$ cat src/rtl/skvt_pkg.sv
// ----------------------------------------------------------------------------
// skvt_pkg
// Shared types and constants for the sorted key/value table.
// ----------------------------------------------------------------------------
package skvt_pkg;

  // Default number of entries the table holds.
  localparam int unsigned CAPACITY_DEF = 16;

  // Width of the key and value fields.
  localparam int unsigned DATA_W = 32;

  // Width of the count fields on the result channel.
  localparam int unsigned COUNT_W = 5;

  // Operation codes carried on the request channel.
  typedef enum logic [1:0] {
    MODE_INSERT = 2'd0,
    MODE_FIND   = 2'd1,
    MODE_REMOVE = 2'd2,
    MODE_CLEAR  = 2'd3
  } mode_t;

  // Result status codes.
  typedef enum logic [1:0] {
    STATUS_DONE      = 2'd0,
    STATUS_NOT_FOUND = 2'd1,
    STATUS_FULL      = 2'd2
  } status_t;

  // Controller states.
  typedef enum logic [1:0] {
    S_IDLE    = 2'd0,
    S_COMPARE = 2'd1,
    S_EXECUTE = 2'd2
  } state_t;

  // Commands from the controller to the datapath.
  typedef struct packed {
    logic load;     // capture the request beat
    logic compare;  // register the per-cell compare vectors
    logic insert;   // open a slot and write the new entry
    logic shift;    // remove one matching entry by shifting the tail down
    logic clear;    // empty the table
    logic post;     // load the result register
  } cmd_t;

  // Status from the datapath to the controller.
  typedef struct packed {
    mode_t mode;      // operation in progress
    logic  full;      // table holds every entry it can
    logic  any_eq;    // at least one matching entry remains
    logic  out_free;  // result register can take a new beat
  } sts_t;

endpackage

$ cat src/rtl/skvt_ctrl.sv
// ----------------------------------------------------------------------------
// skvt_ctrl
// Controller: sequences one operation at a time through compare and
// execute steps and issues commands to the datapath.
// ----------------------------------------------------------------------------
module skvt_ctrl (
  input  logic           clk,
  input  logic           rst,
  input  logic           req_valid,
  output logic           req_stall,
  input  skvt_pkg::sts_t sts,
  output skvt_pkg::cmd_t cmd
);

  skvt_pkg::state_t state;
  skvt_pkg::state_t state_next;

  // State register.
  always_ff @(posedge clk) begin
    if (rst) begin
      state <= skvt_pkg::S_IDLE;
    end else begin
      state <= state_next;
    end
  end

  // Next state and command decode.
  always_comb begin
    state_next = state;
    cmd        = '0;
    req_stall  = (state != skvt_pkg::S_IDLE);
    case (state)
      skvt_pkg::S_IDLE: begin
        if (req_valid) begin
          cmd.load   = 1'b1;
          state_next = skvt_pkg::S_COMPARE;
        end
      end
      skvt_pkg::S_COMPARE: begin
        cmd.compare = 1'b1;
        state_next  = skvt_pkg::S_EXECUTE;
      end
      skvt_pkg::S_EXECUTE: begin
        // A remove drops one matching entry per cycle until none is left.
        if (sts.mode == skvt_pkg::MODE_REMOVE && sts.any_eq) begin
          cmd.shift = 1'b1;
        end else if (sts.out_free) begin
          cmd.post   = 1'b1;
          cmd.insert = (sts.mode == skvt_pkg::MODE_INSERT) && !sts.full;
          cmd.clear  = (sts.mode == skvt_pkg::MODE_CLEAR);
          state_next = skvt_pkg::S_IDLE;
        end
      end
      default: begin
        state_next = skvt_pkg::S_IDLE;
      end
    endcase
  end

endmodule

$ cat src/rtl/skvt_datapath.sv
// ----------------------------------------------------------------------------
// skvt_datapath
// Datapath: a row of key/value cells with per-cell comparators, the
// occupancy counter and the result register.
// ----------------------------------------------------------------------------
module skvt_datapath #(
  parameter int unsigned CAPACITY = skvt_pkg::CAPACITY_DEF
) (
  input  logic                                clk,
  input  logic                                rst,
  input  skvt_pkg::cmd_t                      cmd,
  output skvt_pkg::sts_t                      sts,
  input  logic [1:0]                          mode,
  input  logic signed [skvt_pkg::DATA_W-1:0]  entry_key,
  input  logic signed [skvt_pkg::DATA_W-1:0]  entry_value,
  output logic                                rsp_valid,
  input  logic                                rsp_stall,
  output logic [1:0]                          status,
  output logic signed [skvt_pkg::DATA_W-1:0]  found_value,
  output logic [skvt_pkg::COUNT_W-1:0]        removed_count,
  output logic [skvt_pkg::COUNT_W-1:0]        entry_count
);

  localparam int unsigned CW = $clog2(CAPACITY + 1);
  localparam int unsigned DW = skvt_pkg::DATA_W;
  localparam int unsigned KW = skvt_pkg::COUNT_W;

  // Captured request.
  skvt_pkg::mode_t       op_mode;
  logic signed [DW-1:0]  op_key;
  logic signed [DW-1:0]  op_value;

  // Cell storage, one key and value per cell.
  logic signed [DW-1:0]  keys [CAPACITY];
  logic signed [DW-1:0]  vals [CAPACITY];

  // Per-cell compare results: key at or below, strictly below, equal.
  logic [CAPACITY-1:0]   le_vec;
  logic [CAPACITY-1:0]   lt_vec;
  logic [CAPACITY-1:0]   eq_vec;
  logic [CAPACITY-1:0]   first_eq;

  logic [CW-1:0]         occ;
  logic [CW-1:0]         gone;
  logic                  full;
  logic                  out_free;

  logic [1:0]            status_next;
  logic signed [DW-1:0]  found_next;
  logic [CW-1:0]         removed_next;
  logic [CW-1:0]         count_next;
  logic [CW+KW-1:0]      removed_wide;
  logic [CW+KW-1:0]      count_wide;

  assign full     = (occ == CW'(CAPACITY));
  assign out_free = !rsp_valid || !rsp_stall;

  assign sts.mode     = op_mode;
  assign sts.full     = full;
  assign sts.any_eq   = |eq_vec;
  assign sts.out_free = out_free;

  // Request capture.
  always_ff @(posedge clk) begin
    if (cmd.load) begin
      op_mode  <= skvt_pkg::mode_t'(mode);
      op_key   <= entry_key;
      op_value <= entry_value;
    end
  end

  // Occupancy and removal counters.
  always_ff @(posedge clk) begin
    if (rst) begin
      occ  <= '0;
      gone <= '0;
    end else begin
      if (cmd.load) begin
        gone <= '0;
      end else if (cmd.shift) begin
        gone <= gone + CW'(1);
      end
      if (cmd.clear) begin
        occ <= '0;
      end else if (cmd.insert) begin
        occ <= occ + CW'(1);
      end else if (cmd.shift) begin
        occ <= occ - CW'(1);
      end
    end
  end

  // Cell row: each cell compares its own key and moves by one place.
  for (genvar i = 0; i < CAPACITY; i++) begin : g_cell
    logic cell_valid;
    logic from_new;
    logic signed [DW-1:0] up_key;
    logic signed [DW-1:0] up_val;
    logic signed [DW-1:0] dn_key;
    logic signed [DW-1:0] dn_val;
    logic dn_eq;

    assign cell_valid = (CW'(i) < occ);

    // Neighbor taps at the ends of the row.
    if (i == 0) begin : g_head
      assign from_new = 1'b1;
      assign up_key   = op_key;
      assign up_val   = op_value;
    end else begin : g_body
      assign from_new = le_vec[i-1];
      assign up_key   = keys[i-1];
      assign up_val   = vals[i-1];
    end
    if (i == CAPACITY - 1) begin : g_tail
      assign dn_key = keys[i];
      assign dn_val = vals[i];
      assign dn_eq  = 1'b0;
    end else begin : g_next
      assign dn_key = keys[i+1];
      assign dn_val = vals[i+1];
      assign dn_eq  = eq_vec[i+1];
    end

    // Compare vectors; a remove shifts the equal flags with the entries.
    always_ff @(posedge clk) begin
      if (cmd.compare) begin
        le_vec[i] <= cell_valid && (keys[i] <= op_key);
        lt_vec[i] <= cell_valid && (keys[i] <  op_key);
        eq_vec[i] <= cell_valid && (keys[i] == op_key);
      end else if (cmd.shift && !lt_vec[i]) begin
        eq_vec[i] <= dn_eq;
      end
    end

    // Entry movement: open a slot on insert, close one on remove.
    always_ff @(posedge clk) begin
      if (cmd.insert && !le_vec[i]) begin
        keys[i] <= from_new ? op_key   : up_key;
        vals[i] <= from_new ? op_value : up_val;
      end else if (cmd.shift && !lt_vec[i]) begin
        keys[i] <= dn_key;
        vals[i] <= dn_val;
      end
    end
  end

  // Matching entries are contiguous, so the first one has no match below it.
  assign first_eq = eq_vec & ~(eq_vec << 1);

  // Result selection.
  always_comb begin
    found_next   = '0;
    removed_next = '0;
    count_next   = occ;
    status_next  = skvt_pkg::STATUS_DONE;
    for (int i = 0; i < CAPACITY; i++) begin
      if (first_eq[i]) begin
        found_next = found_next | vals[i];
      end
    end
    case (op_mode)
      skvt_pkg::MODE_INSERT: begin
        found_next = '0;
        if (full) begin
          status_next = skvt_pkg::STATUS_FULL;
        end else begin
          count_next = occ + CW'(1);
        end
      end
      skvt_pkg::MODE_FIND: begin
        if (!(|eq_vec)) begin
          status_next = skvt_pkg::STATUS_NOT_FOUND;
        end
      end
      skvt_pkg::MODE_REMOVE: begin
        found_next   = '0;
        removed_next = gone;
        if (gone == '0) begin
          status_next = skvt_pkg::STATUS_NOT_FOUND;
        end
      end
      skvt_pkg::MODE_CLEAR: begin
        found_next   = '0;
        removed_next = occ;
        count_next   = '0;
      end
      default: begin
        found_next = '0;
      end
    endcase
  end

  // Counts are shown masked to the width of the result fields.
  assign removed_wide = {{KW{1'b0}}, removed_next};
  assign count_wide   = {{KW{1'b0}}, count_next};

  // Result register.
  always_ff @(posedge clk) begin
    if (rst) begin
      rsp_valid <= 1'b0;
    end else if (cmd.post) begin
      rsp_valid <= 1'b1;
    end else if (!rsp_stall) begin
      rsp_valid <= 1'b0;
    end
  end

  always_ff @(posedge clk) begin
    if (cmd.post) begin
      status        <= status_next;
      found_value   <= found_next;
      removed_count <= removed_wide[KW-1:0];
      entry_count   <= count_wide[KW-1:0];
    end
  end

endmodule

$ cat src/rtl/sorted_key_value_table.sv
// ----------------------------------------------------------------------------
// sorted_key_value_table
// Up to CAPACITY signed key/value entries kept in ascending key order,
// with insert, find, remove-all-with-key and clear operations.
// ----------------------------------------------------------------------------
// Usage:
//   The request channel (req_valid, req_stall) carries one operation per
//   beat: mode, entry_key and entry_value. The response channel (rsp_valid,
//   rsp_stall) returns one beat per request: status, found_value,
//   removed_count and entry_count.
//   One request is in progress at a time. Insert, find and clear pass through
//   a capture step, a compare step in which every cell compares its key in
//   parallel, and an execute step that registers the response beat. Remove
//   also drops the matching entries in its execute step, as the cell row
//   drops one entry per cycle. A new request is taken in the cycle after
//   the response is registered. Reset empties the table at once; stored
//   entries need no clearing. When the receiver stalls, the response
//   register holds its beat and a new request may still be accepted; that
//   request waits in its execute step until the response register is free.
// ----------------------------------------------------------------------------
module sorted_key_value_table #(
  parameter int unsigned CAPACITY = skvt_pkg::CAPACITY_DEF
) (
  input  logic                                clk,
  input  logic                                rst,
  input  logic                                req_valid,
  output logic                                req_stall,
  input  logic [1:0]                          mode,
  input  logic signed [skvt_pkg::DATA_W-1:0]  entry_key,
  input  logic signed [skvt_pkg::DATA_W-1:0]  entry_value,
  output logic                                rsp_valid,
  input  logic                                rsp_stall,
  output logic [1:0]                          status,
  output logic signed [skvt_pkg::DATA_W-1:0]  found_value,
  output logic [skvt_pkg::COUNT_W-1:0]        removed_count,
  output logic [skvt_pkg::COUNT_W-1:0]        entry_count
);

  skvt_pkg::cmd_t cmd;
  skvt_pkg::sts_t sts;

  // Operation sequencer.
  skvt_ctrl u_ctrl (
    .clk       (clk),
    .rst       (rst),
    .req_valid (req_valid),
    .req_stall (req_stall),
    .sts       (sts),
    .cmd       (cmd)
  );

  // Cell row, counters and response register.
  skvt_datapath #(
    .CAPACITY (CAPACITY)
  ) u_datapath (
    .clk           (clk),
    .rst           (rst),
    .cmd           (cmd),
    .sts           (sts),
    .mode          (mode),
    .entry_key     (entry_key),
    .entry_value   (entry_value),
    .rsp_valid     (rsp_valid),
    .rsp_stall     (rsp_stall),
    .status        (status),
    .found_value   (found_value),
    .removed_count (removed_count),
    .entry_count   (entry_count)
  );

endmodule
$ cat config.mk
export PLATFORM = sky130hd
export DESIGN_NAME = sorted_key_value_table
export DESIGN_NICKNAME = d
export VERILOG_FILES = /design/src/rtl/skvt_pkg.sv /design/src/rtl/skvt_ctrl.sv /design/src/rtl/skvt_datapath.sv /design/src/rtl/sorted_key_value_table.sv
export SDC_FILE = /design/constraint.sdc
export NUM_CORES = 2
export LEC_CHECK = 0
export BUFFER_PORTS_ARGS = -buffer_cell sky130_fd_sc_hd__buf_2
export CAP_MARGIN = 40
export CORE_MARGIN = 5
export CORE_UTILIZATION = 65
export DETAILED_ROUTE_END_ITERATION = 6
export PLACE_DENSITY = 0.88
export SETUP_SLACK_MARGIN = 0.05
export SLEW_MARGIN = 0
export SYNTH_ARGS = -nofsm -noshare
export SYNTH_HDL_FRONTEND = slang
export SYNTH_SLANG_ARGS = --single-unit
$ cat constraint.sdc
create_clock -name clk -period 20.7 [get_ports clk]
set_input_delay 3.105 -clock clk [delete_from_list [all_inputs] [get_ports clk]]
set_output_delay 3.105 -clock clk [all_outputs]
set_load 0.01 [all_outputs]
==> impl_metrics.toml <==
[clock_network]
post_cts_hold_buffer_count = 0
post_cts_setup_bufs = 0
clock_tree.htree_level_count = 4
cts-resized-gates = 0
cts.root.buffer_cell = "sky130_fd_sc_hd__clkbuf_16"
clock-sinks = 1195
cts_tree = "done"
worstSkewPairLatency_ps = 790
clkTransAtPathRegs_ps = 60
cts-root-to-sink-buffers = 3
cts_buffers = 131

[worst_setup_path]
worst-r2r-cell-count = 6
critical_path.reg2reg.startpoint = "u_datapath.g_cell[0].up_key[29]"
critical_path_endpoint_category = "flip-flop"
cp-start-kind = "primary input"
worst_setup_path_startpoint = "rsp_stall"
setup.worst_path.end = "u_datapath.vals[6][21]"
cp_data_arrival_time_ps = 5640
worstSetupPathType = "in -> reg"
worst-path-max-fanout = 45
required_ps = 21100
worstReg2RegEnd = "u_datapath.g_cell[1].dn_eq"
minimum_setup_slack_among_reg_to_reg_paths_ps = 16450

[global_routing]
met2_demand_to_capacity_share_in_global_routing_pct = 58.7
grt_antenna_before_repair = 1
global_route.usage.met1_pct = 46.8
grt_use_met3_pct = 10.7
grt_pass1_wl_um = 354000
grt_start_max_net_pins = 96
grt.total_usage_pct = 38.3
grt-busiest-layer = "met2"
first_global_vias = 59300
grt_overflow_total = 0

[hold_path]
holdCritPathClass = "reg -> reg"

[routing]
routed_via_density = 7.38
drcViolationCount = 1
drt_antenna_net_count = 0
drtIter0Drc = 9426
postRouteWirelength_um = 240000
detailroute.via_count = 59500
wl_per_cell_um = 29.8
firstDrtPassIters = 7

[synth]
synth_area_leaders = "sky130_fd_sc_hd__edfxtp_1, sky130_fd_sc_hd__mux2i_1, sky130_fd_sc_hd__ha_1"
syn-cell-area_um2 = 73800
post_synth_xor_area_fraction_pct = 0.0950
synth_top_area_share_pct = 48.1
synth_top_family_by_area = "compound AO/OA/AOI/OAI gates"
ys_seq_area_share_pct = 48.5
synth_fp_nets = 7102
yosys.cell_types.count = 63
synthFlopType = "sky130_fd_sc_hd__edfxtp_1"
synth_compound_area_share_pct = 15.3
async_flop_share_pct = 0
post_synthesis_share_of_cell_area_spent_on_full_adders_half_adders_and_majority_gates_pct = 8.83
synth_simple_gate_area_share_pct = 10.1
syn_area_per_cell_um2 = 11.3
netlist.top_cell.by_area = "sky130_fd_sc_hd__edfxtp_1"
yosys-mux-area-fraction_pct = 13.6
synth_enable_flop_cells = 1182
yosys_warnings = 0
postSynthCellCount = 6511
ys_seq_elements = 1195

[die]
die_area_um2 = 120000
rows = 123
initial_core_util_pct = 65.5
fp.coreArea_um2 = 113000
die_x_um = 347
floorplan.die.height_um = 347
ios = 116

[sta]
maxSlewHeadroom_pct = 29.4
fin_setup_tns_ps = 0
tightest_slew_ps = 1060
fmax_ghz = 0.191
finalMaxSlewViolations = 0
timing.final.ws_setup_ps = 15460
timing.final.hold_violations = 0
period_minus_slack_ps = 5240
fin_hold_ws_ps = 512
finalClockSkew_ps = 45.0
setup-violations-final = 0
final_min_period_over_clock_period_pct = 25.3
rsz_0062_raised_after_global_routing = "no"

[status]
failed_checks = "DRC"
outcome = "finished, violations left"

[finish]
area_growth_pct = 8.70
most-common-layout-cells = "sky130_fd_sc_hd__edfxtp_1, sky130_fd_sc_hd__mux2i_1, sky130_fd_sc_hd__nor2_1"
leading_cell_type_in_the_layout_fill_and_taps_excluded = "sky130_fd_sc_hd__edfxtp_1"
final_nets = 7041
layout.filler_cells = 7358
final_layout_size_suffix_gt1_share_pct = 18.3

[pwr]
power.density_cell_area_nw_per_um2 = 72.8
vdd_ir_drop_max_v = 0.0000872
static-leakage-power_nw = 30.6

[run]
max-cap-violations = 0

[placement]
detailed_place_hpwl_um = 153000
place_congestion = 0.970
preCtsSetupSlack_ps = 14840
port_buffers = 115
[state kept, by name (all words and copies together) (netlist names), 5 cells and up]
name,flops
u_datapath.keys,512
u_datapath.g_cell.up_val,32
u_datapath.removed_count,5
u_datapath.entry_count,5
u_datapath.lt_vec,16
u_datapath.g_cell.up_key,32
u_datapath.gone,5
u_datapath.g_cell.dn_eq,15
u_datapath.occ,5
u_datapath.vals,512
u_datapath.g_cell.from_new,15
u_datapath.found_value,32
[layout make-up]
class	instances	area [um2]	share of cell area, %
diodes	1	2.50	0.00312
clock buffers	152	3480	4.34
clock inverters	84	903	1.13
inverters	66	248	0.309
multi-input cells	4790	35800	44.6
flip-flops and latches	1195	35800	44.6
well taps	1500	1880	2.34
repair buffers	266	2150	2.68
[cells by family (layout without fill, tap and decap cells)]
kind of cell,after synthesis,count (layout)
XOR/XNOR,8,8
flip-flops,1195,1195
AND/OR/NAND/NOR,1566,1566
multiplexers,994,994
adder cells (fa/ha/maj),521,521
AO/OA/AOI/OAI,1701,1701
buffers and inverters,526,568
other,0,1
[worst min-delay path by stage]
stage | startpoint | endpoint | depth (start not counted)
2_1_floorplan | u_datapath.gone[1] | u_datapath.gone[1] | 2
3_3_place_gp | u_datapath.gone[1] | u_datapath.gone[1] | 2
3_5_place_dp | u_datapath.gone[1] | u_datapath.gone[1] | 2
4_1_cts | u_datapath.gone[1] | u_datapath.gone[1] | 2
5_1_grt | u_datapath.gone[1] | u_datapath.gone[1] | 2
6_report | u_datapath.gone[1] | u_datapath.gone[1] | 2
[where the power goes]
part / leakage [nW] / total [W] / switching (W) / internal [W]
clock: 2.13 / 0.00245 / 0.00103 / 0.00142
sequential: 10.8 / 0.00278 / 0.0000658 / 0.00271
combinational: 17.7 / 0.000610 / 0.000374 / 0.000237
[cell usage after synthesis, types with 98 or more instances]
| cell | instances |
|---|---|
| sky130_fd_sc_hd__edfxtp_1 | 1182 |
| sky130_fd_sc_hd__mux2i_1 | 896 |
| sky130_fd_sc_hd__nor2_1 | 762 |
| sky130_fd_sc_hd__a21oi_1 | 730 |
| sky130_fd_sc_hd__ha_1 | 521 |
| sky130_fd_sc_hd__a21oi_2 | 384 |
| sky130_fd_sc_hd__clkbuf_1 | 273 |
| sky130_fd_sc_hd__nand2_1 | 192 |
| sky130_fd_sc_hd__nor2_2 | 174 |
| sky130_fd_sc_hd__a22oi_1 | 165 |
| sky130_fd_sc_hd__nand4_1 | 133 |
| sky130_fd_sc_hd__o21ai_0 | 126 |
| sky130_fd_sc_hd__nand3_1 | 124 |
| sky130_fd_sc_hd__buf_2 | 108 |
| sky130_fd_sc_hd__mux2_2 | 98 |
[per-layer routing]
metal | part of all wire [%] | up-vias
li1 | - | 24600
met1 | 33 | 28100
met2 | 44 | 5240
met3 | 14 | 1511
met4 | 8.9 | 0
met5 | 0 | -
[critical path: stages]
cell and delay (ps):
sky130_fd_sc_hd__buf_2 100, sky130_fd_sc_hd__nand2_1 280, sky130_fd_sc_hd__nand4_2 150, sky130_fd_sc_hd__buf_4 330
sky130_fd_sc_hd__o21ai_4 810, sky130_fd_sc_hd__buf_4 760
[per-stage QoR]
step | utilization (%) | power, W | area, um2 | cells
4_1_cts | 71.1 | 0.00580 | 80100 | 8049
2_1_floorplan | - | 0.00321 | 73800 | 6511
5_1_grt | 71.2 | 0.00597 | 80200 | 8053
3_5_place_dp | 67.2 | 0.00340 | 75800 | 7813
3_3_place_gp | 66.7 | 0.00337 | 75100 | 7784
6_report | 71.2 | 0.00584 | 80200 | 8054
(Power assumes the default switching activity.)
